`src/hdl/upbf_pkg.sv`:
```
// ----------------------------------------------------------------------------
// upbf_pkg
// shared types, constants and helpers for the url part boundary finder
// ----------------------------------------------------------------------------
package upbf_pkg;

    localparam int BYTE_W          = 8;
    localparam int OFS_W           = 12;
    localparam int DEFAULT_MAX_LEN = 2048;
    localparam int M_DATA_W        = 80;

    localparam logic [BYTE_W-1:0] CH_COLON  = 8'h3a;
    localparam logic [BYTE_W-1:0] CH_SLASH  = 8'h2f;
    localparam logic [BYTE_W-1:0] CH_DOLLAR = 8'h24;
    localparam logic [BYTE_W-1:0] CH_QUEST  = 8'h3f;
    localparam logic [BYTE_W-1:0] CH_HASH   = 8'h23;
    localparam logic [BYTE_W-1:0] CH_LF     = 8'h0a;
    localparam logic [BYTE_W-1:0] CH_CR     = 8'h0d;
    localparam logic [BYTE_W-1:0] CH_SPACE  = 8'h20;
    localparam logic [BYTE_W-1:0] CH_NUL    = 8'h00;

    typedef struct packed {
        logic              valid;
        logic              last;
        logic [BYTE_W-1:0] data;
    } upbf_item_t;

    typedef struct packed {
        logic scheme_seen;
        logic stopped;
        logic host_start_set;
        logic host_end_set;
        logic path_start_set;
    } upbf_flags_t;

    function automatic logic is_term(input logic [BYTE_W-1:0] c);
        return (c == CH_DOLLAR) || (c == CH_QUEST) || (c == CH_HASH) ||
               (c == CH_LF) || (c == CH_CR) || (c == CH_SPACE) || (c == CH_NUL);
    endfunction

endpackage

```
`src/hdl/upbf_in_stage.sv`:
```
// ----------------------------------------------------------------------------
// upbf_in_stage
// input register for url bytes, refilled in the cycle it drains
// ----------------------------------------------------------------------------
module upbf_in_stage (
    input  logic                        aclk,
    input  logic                        aresetn,
    input  logic                        s_tvalid,
    output logic                        s_tready,
    input  logic [upbf_pkg::BYTE_W-1:0] s_tdata,   // url_byte
    input  logic                        s_tlast,   // last
    input  logic                        advance,
    output upbf_pkg::upbf_item_t        item
);
    import upbf_pkg::*;

    logic              valid_reg;
    logic              last_reg;
    logic [BYTE_W-1:0] data_reg;

    assign s_tready = !valid_reg || advance;

    always_ff @(posedge aclk) begin
        if (!aresetn) begin
            valid_reg <= 1'b0;
        end else if (s_tvalid && s_tready) begin
            valid_reg <= 1'b1;
        end else if (advance) begin
            valid_reg <= 1'b0;
        end
    end

    always_ff @(posedge aclk) begin
        if (s_tvalid && s_tready) begin
            data_reg <= s_tdata;
            last_reg <= s_tlast;
        end
    end

    assign item = '{valid: valid_reg, last: last_reg, data: data_reg};

endmodule

```
`src/hdl/upbf_scan.sv`:
```
// ----------------------------------------------------------------------------
// upbf_scan
// examines one character at a given offset and updates the boundary record
// ----------------------------------------------------------------------------
module upbf_scan #(
    parameter int MAX_LEN = upbf_pkg::DEFAULT_MAX_LEN,
    parameter int POS_W   = $clog2(MAX_LEN + 1)
) (
    input  upbf_pkg::upbf_flags_t       i_flags,
    input  logic [POS_W-1:0]            i_proto_end,
    input  logic [POS_W-1:0]            i_host_start,
    input  logic [POS_W-1:0]            i_host_end,
    input  logic [POS_W-1:0]            i_path_start,
    input  logic [POS_W-1:0]            i_stop_pos,
    input  logic [upbf_pkg::BYTE_W-1:0] i_char,
    input  logic [POS_W-1:0]            i_pos,
    input  logic                        i_sep,
    input  logic                        i_en,
    output upbf_pkg::upbf_flags_t       o_flags,
    output logic [POS_W-1:0]            o_proto_end,
    output logic [POS_W-1:0]            o_host_start,
    output logic [POS_W-1:0]            o_host_end,
    output logic [POS_W-1:0]            o_path_start,
    output logic [POS_W-1:0]            o_stop_pos,
    output logic                        o_taken
);
    import upbf_pkg::*;

    localparam logic [POS_W:0] MAX_X = (POS_W + 1)'(MAX_LEN);

    logic [POS_W:0]   pos_plus3;
    logic [POS_W-1:0] proto_clamped;

    assign pos_plus3     = {1'b0, i_pos} + (POS_W + 1)'(3);
    assign proto_clamped = (pos_plus3 > MAX_X) ? MAX_X[POS_W-1:0] : pos_plus3[POS_W-1:0];

    always_comb begin
        o_flags      = i_flags;
        o_proto_end  = i_proto_end;
        o_host_start = i_host_start;
        o_host_end   = i_host_end;
        o_path_start = i_path_start;
        o_stop_pos   = i_stop_pos;
        o_taken      = 1'b0;
        if (i_en && !i_flags.stopped) begin
            priority if (is_term(i_char)) begin
                o_flags.stopped = 1'b1;
                o_stop_pos      = i_pos;
            end else if (!i_flags.scheme_seen && i_sep) begin
                o_flags.scheme_seen    = 1'b1;
                o_proto_end            = proto_clamped;
                o_flags.host_start_set = 1'b1;
                o_host_start           = proto_clamped;
                o_taken                = 1'b1;
            end else if (i_char == CH_COLON) begin
                o_flags.host_end_set = 1'b1;
                o_host_end           = i_pos;
            end else if (i_char == CH_SLASH && !i_flags.path_start_set) begin
                if (!i_flags.host_start_set && i_pos != '0) begin
                    o_flags.host_start_set = 1'b1;
                    o_host_start           = '0;
                end
                if (!i_flags.host_end_set && o_flags.host_start_set) begin
                    o_flags.host_end_set = 1'b1;
                    o_host_end           = i_pos;
                end
                o_flags.path_start_set = 1'b1;
                o_path_start           = i_pos;
            end
        end
    end

endmodule

```
`src/hdl/upbf_core.sv`:
```
// ----------------------------------------------------------------------------
// upbf_core
// scan state, two-byte look-ahead window, end rules and result register
// ----------------------------------------------------------------------------
module upbf_core #(
    parameter int MAX_LEN = upbf_pkg::DEFAULT_MAX_LEN
) (
    input  logic                          aclk,
    input  logic                          aresetn,
    input  upbf_pkg::upbf_item_t          item,
    output logic                          advance,
    output logic                          m_tvalid,
    input  logic                          m_tready,
    output logic [upbf_pkg::M_DATA_W-1:0] m_tdata
);
    import upbf_pkg::*;

    localparam int POS_W = $clog2(MAX_LEN + 1);
    localparam logic [POS_W-1:0] MAX_P = POS_W'(MAX_LEN);

    function automatic logic [OFS_W-1:0] to_ofs(input logic [POS_W-1:0] p);
        logic [POS_W+OFS_W-1:0] w;
        w = {{OFS_W{1'b0}}, p};
        return w[OFS_W-1:0];
    endfunction

    // scan state
    logic [BYTE_W-1:0] held0_reg, held0_next;
    logic [BYTE_W-1:0] held1_reg, held1_next;
    logic [1:0]        cnt_reg, cnt_next;
    logic [POS_W-1:0]  pos_reg, pos_next;
    logic              over_reg, over_next;
    logic              skip_reg, skip_next;
    upbf_flags_t       flags_reg, flags_next;
    logic [POS_W-1:0]  proto_reg, proto_next;
    logic [POS_W-1:0]  hs_reg, hs_next;
    logic [POS_W-1:0]  he_reg, he_next;
    logic [POS_W-1:0]  ps_reg, ps_next;
    logic [POS_W-1:0]  stop_reg, stop_next;

    // result register
    logic                m_valid_reg, m_valid_next;
    logic [M_DATA_W-1:0] m_data_reg, m_data_next;

    logic fire;
    logic fire_last;
    logic run_main;
    logic sep;
    logic [POS_W-1:0] pos_main;

    // chained scan results: a after the main step, b and c after the flush steps
    upbf_flags_t      fa, fb, fc;
    logic [POS_W-1:0] pra, prb, prc;
    logic [POS_W-1:0] hsa, hsb, hsc;
    logic [POS_W-1:0] hea, heb, hec;
    logic [POS_W-1:0] psa, psb, psc;
    logic [POS_W-1:0] sta, stb, stc;
    logic             taken_a, taken_b, taken_c;
    logic [POS_W-1:0] pos_f0, pos_f1;

    // end rules
    logic [POS_W-1:0] end_pos;
    logic             r_hs_set, r_he_set, r_pe_set;
    logic [POS_W-1:0] r_hs, r_he, r_pe;
    logic             hf, pf;

    assign advance   = !item.last || !m_valid_reg || m_tready;
    assign fire      = item.valid && advance;
    assign fire_last = fire && item.last;

    assign run_main = fire && !skip_reg && (cnt_reg == 2'd2);
    assign sep      = (held0_reg == CH_COLON) && (held1_reg == CH_SLASH) &&
                      (item.data == CH_SLASH);
    assign pos_main = over_reg ? MAX_P : pos_reg - POS_W'(2);

    upbf_scan #(.MAX_LEN(MAX_LEN), .POS_W(POS_W)) u_scan_main (
        .i_flags(flags_reg), .i_proto_end(proto_reg), .i_host_start(hs_reg),
        .i_host_end(he_reg), .i_path_start(ps_reg), .i_stop_pos(stop_reg),
        .i_char(held0_reg), .i_pos(pos_main), .i_sep(sep), .i_en(run_main),
        .o_flags(fa), .o_proto_end(pra), .o_host_start(hsa), .o_host_end(hea),
        .o_path_start(psa), .o_stop_pos(sta), .o_taken(taken_a)
    );

    // window and position update for the accepted byte
    logic [BYTE_W-1:0] h0_upd, h1_upd;
    logic [1:0]        cnt_upd;
    logic              skip_upd;
    logic [POS_W-1:0]  pos_upd;
    logic              over_upd;

    always_comb begin
        h0_upd   = held0_reg;
        h1_upd   = held1_reg;
        cnt_upd  = cnt_reg;
        skip_upd = skip_reg;
        if (!flags_reg.stopped) begin
            priority if (skip_reg) begin
                skip_upd = 1'b0;
            end else if (cnt_reg == 2'd2) begin
                priority if (taken_a) begin
                    cnt_upd  = 2'd0;
                    skip_upd = 1'b1;
                end else if (fa.stopped) begin
                    cnt_upd = 2'd0;
                end else begin
                    h0_upd = held1_reg;
                    h1_upd = item.data;
                end
            end else begin
                if (cnt_reg == 2'd0) begin
                    h0_upd = item.data;
                end else begin
                    h1_upd = item.data;
                end
                cnt_upd = cnt_reg + 2'd1;
            end
        end
        if (pos_reg >= MAX_P) begin
            pos_upd  = MAX_P;
            over_upd = 1'b1;
        end else begin
            pos_upd  = pos_reg + POS_W'(1);
            over_upd = over_reg;
        end
    end

    // flush of the held bytes at the end of the url
    assign pos_f0 = over_upd ? MAX_P : pos_upd - {{(POS_W-2){1'b0}}, cnt_upd};
    assign pos_f1 = over_upd ? MAX_P : pos_upd - POS_W'(1);

    upbf_scan #(.MAX_LEN(MAX_LEN), .POS_W(POS_W)) u_scan_flush0 (
        .i_flags(fa), .i_proto_end(pra), .i_host_start(hsa),
        .i_host_end(hea), .i_path_start(psa), .i_stop_pos(sta),
        .i_char(h0_upd), .i_pos(pos_f0), .i_sep(1'b0),
        .i_en(fire_last && cnt_upd != 2'd0),
        .o_flags(fb), .o_proto_end(prb), .o_host_start(hsb), .o_host_end(heb),
        .o_path_start(psb), .o_stop_pos(stb), .o_taken(taken_b)
    );

    upbf_scan #(.MAX_LEN(MAX_LEN), .POS_W(POS_W)) u_scan_flush1 (
        .i_flags(fb), .i_proto_end(prb), .i_host_start(hsb),
        .i_host_end(heb), .i_path_start(psb), .i_stop_pos(stb),
        .i_char(h1_upd), .i_pos(pos_f1), .i_sep(1'b0),
        .i_en(fire_last && cnt_upd == 2'd2),
        .o_flags(fc), .o_proto_end(prc), .o_host_start(hsc), .o_host_end(hec),
        .o_path_start(psc), .o_stop_pos(stc), .o_taken(taken_c)
    );

    always_comb begin
        end_pos  = fc.stopped ? stc : pos_upd;
        r_hs_set = fc.host_start_set;
        r_he_set = fc.host_end_set;
        r_hs     = hsc;
        r_he     = hec;
        r_pe_set = 1'b0;
        r_pe     = '0;
        if (fc.host_start_set && !fc.host_end_set) begin
            r_he_set = 1'b1;
            r_he     = end_pos;
        end else if (fc.path_start_set) begin
            r_pe_set = 1'b1;
            r_pe     = end_pos;
        end
        if (!fc.scheme_seen && !fc.path_start_set) begin
            r_hs_set = 1'b1;
            r_hs     = '0;
            r_he_set = 1'b1;
            r_he     = end_pos;
        end
        hf = r_hs_set && r_he_set;
        pf = fc.path_start_set && r_pe_set;
        m_data_next = '0;
        m_data_next[0]     = fc.scheme_seen;
        m_data_next[12:1]  = fc.scheme_seen ? to_ofs(prc) : '0;
        m_data_next[13]    = hf;
        m_data_next[25:14] = hf ? to_ofs(r_hs) : '0;
        m_data_next[37:26] = hf ? to_ofs(r_he) : '0;
        m_data_next[38]    = pf;
        m_data_next[50:39] = pf ? to_ofs(psc) : '0;
        m_data_next[62:51] = pf ? to_ofs(r_pe) : '0;
        m_data_next[74:63] = to_ofs(end_pos);
        m_data_next[75]    = over_upd;
    end

    always_comb begin
        held0_next = held0_reg;
        held1_next = held1_reg;
        cnt_next   = cnt_reg;
        pos_next   = pos_reg;
        over_next  = over_reg;
        skip_next  = skip_reg;
        flags_next = flags_reg;
        proto_next = proto_reg;
        hs_next    = hs_reg;
        he_next    = he_reg;
        ps_next    = ps_reg;
        stop_next  = stop_reg;
        if (fire) begin
            held0_next = h0_upd;
            held1_next = h1_upd;
            proto_next = pra;
            hs_next    = hsa;
            he_next    = hea;
            ps_next    = psa;
            stop_next  = sta;
            if (item.last) begin
                cnt_next   = 2'd0;
                pos_next   = '0;
                over_next  = 1'b0;
                skip_next  = 1'b0;
                flags_next = '0;
            end else begin
                cnt_next   = cnt_upd;
                pos_next   = pos_upd;
                over_next  = over_upd;
                skip_next  = skip_upd;
                flags_next = fa;
            end
        end
        priority if (fire_last) begin
            m_valid_next = 1'b1;
        end else if (m_tready) begin
            m_valid_next = 1'b0;
        end else begin
            m_valid_next = m_valid_reg;
        end
    end

    always_ff @(posedge aclk) begin
        if (!aresetn) begin
            cnt_reg     <= 2'd0;
            pos_reg     <= '0;
            over_reg    <= 1'b0;
            skip_reg    <= 1'b0;
            flags_reg   <= '0;
            m_valid_reg <= 1'b0;
        end else begin
            cnt_reg     <= cnt_next;
            pos_reg     <= pos_next;
            over_reg    <= over_next;
            skip_reg    <= skip_next;
            flags_reg   <= flags_next;
            m_valid_reg <= m_valid_next;
        end
    end

    always_ff @(posedge aclk) begin
        held0_reg <= held0_next;
        held1_reg <= held1_next;
        proto_reg <= proto_next;
        hs_reg    <= hs_next;
        he_reg    <= he_next;
        ps_reg    <= ps_next;
        stop_reg  <= stop_next;
        if (fire_last) begin
            m_data_reg <= m_data_next;
        end
    end

    assign m_tvalid = m_valid_reg;
    assign m_tdata  = m_data_reg;

    a_cnt_range: assert property (@(posedge aclk) disable iff (!aresetn)
        cnt_reg != 2'd3)
        else $error("held count out of range");

    a_skip_empty: assert property (@(posedge aclk) disable iff (!aresetn)
        skip_reg |-> (cnt_reg == 2'd0) && flags_reg.scheme_seen)
        else $error("skip pending with bytes held or no separator");

    a_over_sat: assert property (@(posedge aclk) disable iff (!aresetn)
        over_reg |-> (pos_reg == MAX_P))
        else $error("overflow without saturated position");

    a_last_clear: assert property (@(posedge aclk) disable iff (!aresetn)
        fire_last |=> (pos_reg == '0) && (flags_reg == '0) && m_valid_reg)
        else $error("state not cleared after url end");

    a_stop_empty: assert property (@(posedge aclk) disable iff (!aresetn)
        flags_reg.stopped |-> (cnt_reg == 2'd0) && !skip_reg)
        else $error("window not empty after scan stop");

    a_flush_no_sep: assert property (@(posedge aclk) disable iff (!aresetn)
        !(taken_b || taken_c))
        else $error("separator taken during end flush");

endmodule

```
`src/hdl/url_part_boundary_finder.sv`:
```
// ----------------------------------------------------------------------------
// url_part_boundary_finder
// finds protocol, host and path offsets in a url streamed one byte per request
//
//   channel | dir | tdata                         | tlast
//   s_      | in  | url_byte[7:0]                 | last byte of the url
//   m_      | out | boundary offsets, see m_tdata | -
//
// one byte per cycle except while a held result stalls; input register, then one
// pass of window compare and flag update into the state and result registers
// a result is valid the cycle after its last byte leaves the input register
// synchronous active-low reset clears window, position, flags and result valid
// a held result stalls the input only when the next byte to finish is a last byte
// ----------------------------------------------------------------------------
module url_part_boundary_finder #(
    parameter int MAX_LEN = upbf_pkg::DEFAULT_MAX_LEN
) (
    input  logic                          aclk,
    input  logic                          aresetn,
    input  logic                          s_tvalid,
    output logic                          s_tready,
    input  logic [upbf_pkg::BYTE_W-1:0]   s_tdata,   // url_byte
    input  logic                          s_tlast,   // last
    output logic                          m_tvalid,
    input  logic                          m_tready,
    // protocol_found, proto_limit, host_ok, host_lo, host_hi,
    // path_found, path_lo, path_hi, stop_offset, too_long, zero fill
    output logic [upbf_pkg::M_DATA_W-1:0] m_tdata
);
    import upbf_pkg::*;

    upbf_item_t item;
    logic       advance;

    upbf_in_stage u_in_stage (
        .aclk    (aclk),
        .aresetn (aresetn),
        .s_tvalid(s_tvalid),
        .s_tready(s_tready),
        .s_tdata (s_tdata),
        .s_tlast (s_tlast),
        .advance (advance),
        .item    (item)
    );

    upbf_core #(.MAX_LEN(MAX_LEN)) u_core (
        .aclk    (aclk),
        .aresetn (aresetn),
        .item    (item),
        .advance (advance),
        .m_tvalid(m_tvalid),
        .m_tready(m_tready),
        .m_tdata (m_tdata)
    );

endmodule
```
`config.mk`:
```
export PLATFORM = sky130hd
export DESIGN_NAME = url_part_boundary_finder
export DESIGN_NICKNAME = d
export VERILOG_FILES = /design/src/hdl/upbf_pkg.sv /design/src/hdl/upbf_in_stage.sv /design/src/hdl/upbf_scan.sv /design/src/hdl/upbf_core.sv /design/src/hdl/url_part_boundary_finder.sv
export SDC_FILE = /design/constraint.sdc
export NUM_CORES = 1
export LEC_CHECK = 0
export ABC_CLOCK_PERIOD_IN_PS = 6650
export BUFFER_PORTS_ARGS = -buffer_cell sky130_fd_sc_hd__buf_2
export CAP_MARGIN = 20
export CORE_MARGIN = 2
export CORE_UTILIZATION = 42
export CTS_CLUSTER_DIAMETER = 200
export CTS_CLUSTER_SIZE = 28
export DETAILED_ROUTE_END_ITERATION = 8
export PLACE_DENSITY = 0.69
export SKIP_CTS_REPAIR_TIMING = 1
export SLEW_MARGIN = 20
export SYNTH_ARGS = -nofsm -noshare
export SYNTH_HDL_FRONTEND = slang
export SYNTH_SLANG_ARGS = --single-unit
```
`constraint.sdc`:
```
create_clock -name aclk -period 6.65 [get_ports aclk]
set_input_delay 0.9975 -clock aclk [delete_from_list [all_inputs] [get_ports aclk]]
set_output_delay 0.9975 -clock aclk [all_outputs]
set_load 0.005 [all_outputs]
```
==> results.md <==
- Worst min path class: flop to flop
- I/O pin count: 95
- Fin nets: 1234
- Clk pwr share: 0.407
- Die X-Extent: 168.6 microns
- Delay-heaviest family, CP: compound AO/OA/AOI/OAI gates
- Initial drt markers: 1214
- Worst Setup SP: u_core.held0_reg[2]
- Hold path startpoint: u_core.flags_reg[1]
- Fin Clk Skew: 0.02166 ns
- Crit path largest cell delay: 0.72 ns
- Worst-Margin Slew: 1.067 ns
- Fmax: 166.4 MHz
- Cell taking the most area after synthesis: edfxtp_1
- Final Critical Period: approximately 6 ns
- Worst-path cell chain: or3b_1 > a2111o_1 > o311a_1 > a21oi_1 > nor2_1 > o22ai_1 > buf_4 > ha_1 > inv_1 > o221ai_2 > nor3_2 > mux2_2 > or4_1 > nor4b_1 > nand4b_1 > o311ai_4 > mux2i_1 > nor2_1 > a211oi_1 > nor3_2
- Distinct cells, synth: 106
- CTS H-tree lvls: 4
- Drt wl/cell: 20.32 microns
- Final Hold Vio Count: 0
- Die height: 168.6 microns
- Reg clk slew, reported paths: 0.08 ns
- Antenna diode count: 0
- Root Buffer: clkbuf_16
- Mapped cell area: 11380 sq um
- Top FF cell, synth: edfxtp_1
- Critical Path RT: between 6 and 7 ns
- Die footprint: 28440 sq um
- Pwr/cell area: 203.5 nW/um^2
- Relative slew margins: 0.2864
- Critical path class: flop to flop
- Initial Util: 0.4247
- Largest register FFs: 76
- Tcrit/Tclk final: 0.9035
- CTS tree: done
- Run status: completed
- Synth top area share: 0.4247
- Global-route wire length before repair: 49.26 mm
- Crit end category: flop
- Residual DRC: 0
- Max-cap violations: 0
- Final worst-path setup slack: 0.6420 ns
- Post-synth EDFFs: approximately 160
- GP Congestion: 0.9585
- #FFs+latches synth: 184
- Pre-CTS WS: 0.7701 ns
- P_leak: 0.004878 uW
- Synth warn: 0
- Largest net degree at the start of global routing: 77
- Critical path's slowest cell: o311ai_4
- Vias in the first global route: approximately 8500
- Layout cell share with drive strength beyond 1: 0.2011
- Synthesized area per cell: 10.01 sq um
- GRT Util Overall: 0.2235
- Switching part of the total: 0.2636
- Worst EP arrival: 6.18 ns
- Buf+Inv Stages, Crit Path: 2
- Sequential share of power: 0.505
- Worst reg2reg path startpoint: u_core.held0_reg[2]
- Standard-cell row count: 60
- Max FO, Critical Path: 13
- Core footprint: roughly 27000 sq um
- Final Core Density: 0.4753
- Ranking of synthesized cells by area: edfxtp_1 42%, nand2_1 4.9%, mux2i_1 4.4%
- Aggregate routed wire length: 31.79 mm
- Clock sinks: 184
- Vias per Instance: around 5.9
- Antenna Nets Post-Route: 0
- Synth Instances: 1137
- Later-pin clock latency in the skew report: 0.45 ns
- Setup_tns: 0 ns
- Commonest cells in the netlist: 161 x edfxtp_1, 149 x nand2_1, 109 x nor2_1
- Int Power: about 1900 uW
- Critical path startpoint category: flop
- Most common cell in the netlist: edfxtp_1
- Setup Viol. Count Final: 0
- Final Slew Violations: 0
- Seq/Total Area, Yosys: 0.4652
- Post-synth ARST share: 0
- Area growth, synth to finish: 11.89%
- HPWL Detailed: approximately 23 mm
- Max clock buf depth: 2
- Routed vias: slightly above 9000
- P_sw: just under 700 uW
- Initial antenna violation count: 0
- Drt pass-1 iters: 6
- Tot Pwr: between 2000 and 3000 uW
- CTS Buf Count: 17
- Combinational power share: 0.087
- RSZ-0062 raised after global routing: false
- Grt ovf: 0
- Port buffer count: 90
- VDD IR max: 0.1310 mV
- Fill count: 2472
-- power by group through the flow --
stage          clock (uW)  sequential (uW)  combinational, uW
5_1_grt              1100             1310                244
6_report             1060             1310                226
3_3_place_gp            0             1330                218
2_1_floorplan           0             1330                161
3_5_place_dp            0             1340                220
4_1_cts              1070             1310                221
-- cell usage in the layout (no fill, tap or decap), types with 7 or more instances in the layout --
master     instances
a211oi_1          13
o211ai_1           7
xnor2_1           19
nand2_1          149
buf_4             26
edfxtp_1         161
or4_1              8
clkbuf_16         17
dfxtp_1           23
a31oi_1           12
nand2b_1          12
o31ai_1            8
inv_1             41
a22oi_1           10
a21o_1            10
a21oi_1           54
and2_1            12
a21oi_2            9
nand3_1           18
mux2_2            31
nor4_1            16
ha_1              10
a211o_1           11
o21ai_1            7
or3_1             12
nor4bb_1           8
nor2b_1           33
nor3_1            28
mux2i_1           50
nor3_2             7
o21ai_0           32
buf_2             90
nand4_1           10
nor2_1           108
-- layer usage --
layer / vias up / wire, microns / global-route usage
met5: - / 0 / 0
li1: 4370 / - / -
met1: 4409 / 13910 / 0.3142
met4: 0 / 739 / 0.06109
met3: 61 / 3053 / 0.05915
met2: 428 / 14080 / 0.3419
-- worst paths after layout --
kind / end / slack [ns] / cells after the start
setup / recovery: u_core.m_tdata[31] / 0.64 / 20
hold / removal: u_core.flags_reg[1] / 0.51 / 2
hold reg to reg: u_core.flags_reg[1] / 0.51 / 2
setup reg to reg: u_core.m_tdata[31] / 0.64 / 20
-- worst reg2reg max path, delay by kind of cell (launching register included) --
family	cells	cell delay, ns
simple gates	8	1.88
compound gates	7	2.25
flops	1	0.49
mux	2	0.68
fa+ha+maj	1	0.23
buf+inv	2	0.24
-- final cells by class --
class | count | area [sq um] | area share
well taps | 341 | 426.7 | 0.03350
flip-flops and latches | 184 | 5295 | 0.4157
repair buffers | 118 | 661.9 | 0.05196
clock buffers | 17 | 425.4 | 0.03340
inverters | 46 | 173.9 | 0.01365
clock inverters | 15 | 182.7 | 0.01434
multi-input cells | 843 | 5572 | 0.4374
-- cell families (layout without fill, tap and decap cells) --
kind of cell               after synthesis  after routing  share of synthesized area
and+or+nand+nor                        478            478                     0.2199
AOI/OAI and AO/OA                      245            245                     0.1603
DFF                                    184            184                     0.4652
buffers and inverters                  113            196                    0.04737
muxes                                   83             83                    0.07661
xor gates and xnor gates                22             22                    0.01759
adders and majority gates               11             11                    0.01275
other                                    1              4                  0.0003294
-- stage by stage --
stage | std cells | hold WS [ns] | cell area (sq um)
after floorplan | 1140 | 0.4770 | 11390
after global placement | 1530 | 0.4878 | 12110
after detailed placement | 1531 | 0.5043 | 12120
after CTS | 1563 | 0.5139 | 12730
after global routing | 1564 | 0.5293 | 12740
final | 1564 | 0.5134 | 12740
Note: power is estimated with default switching activity, not from simulation.
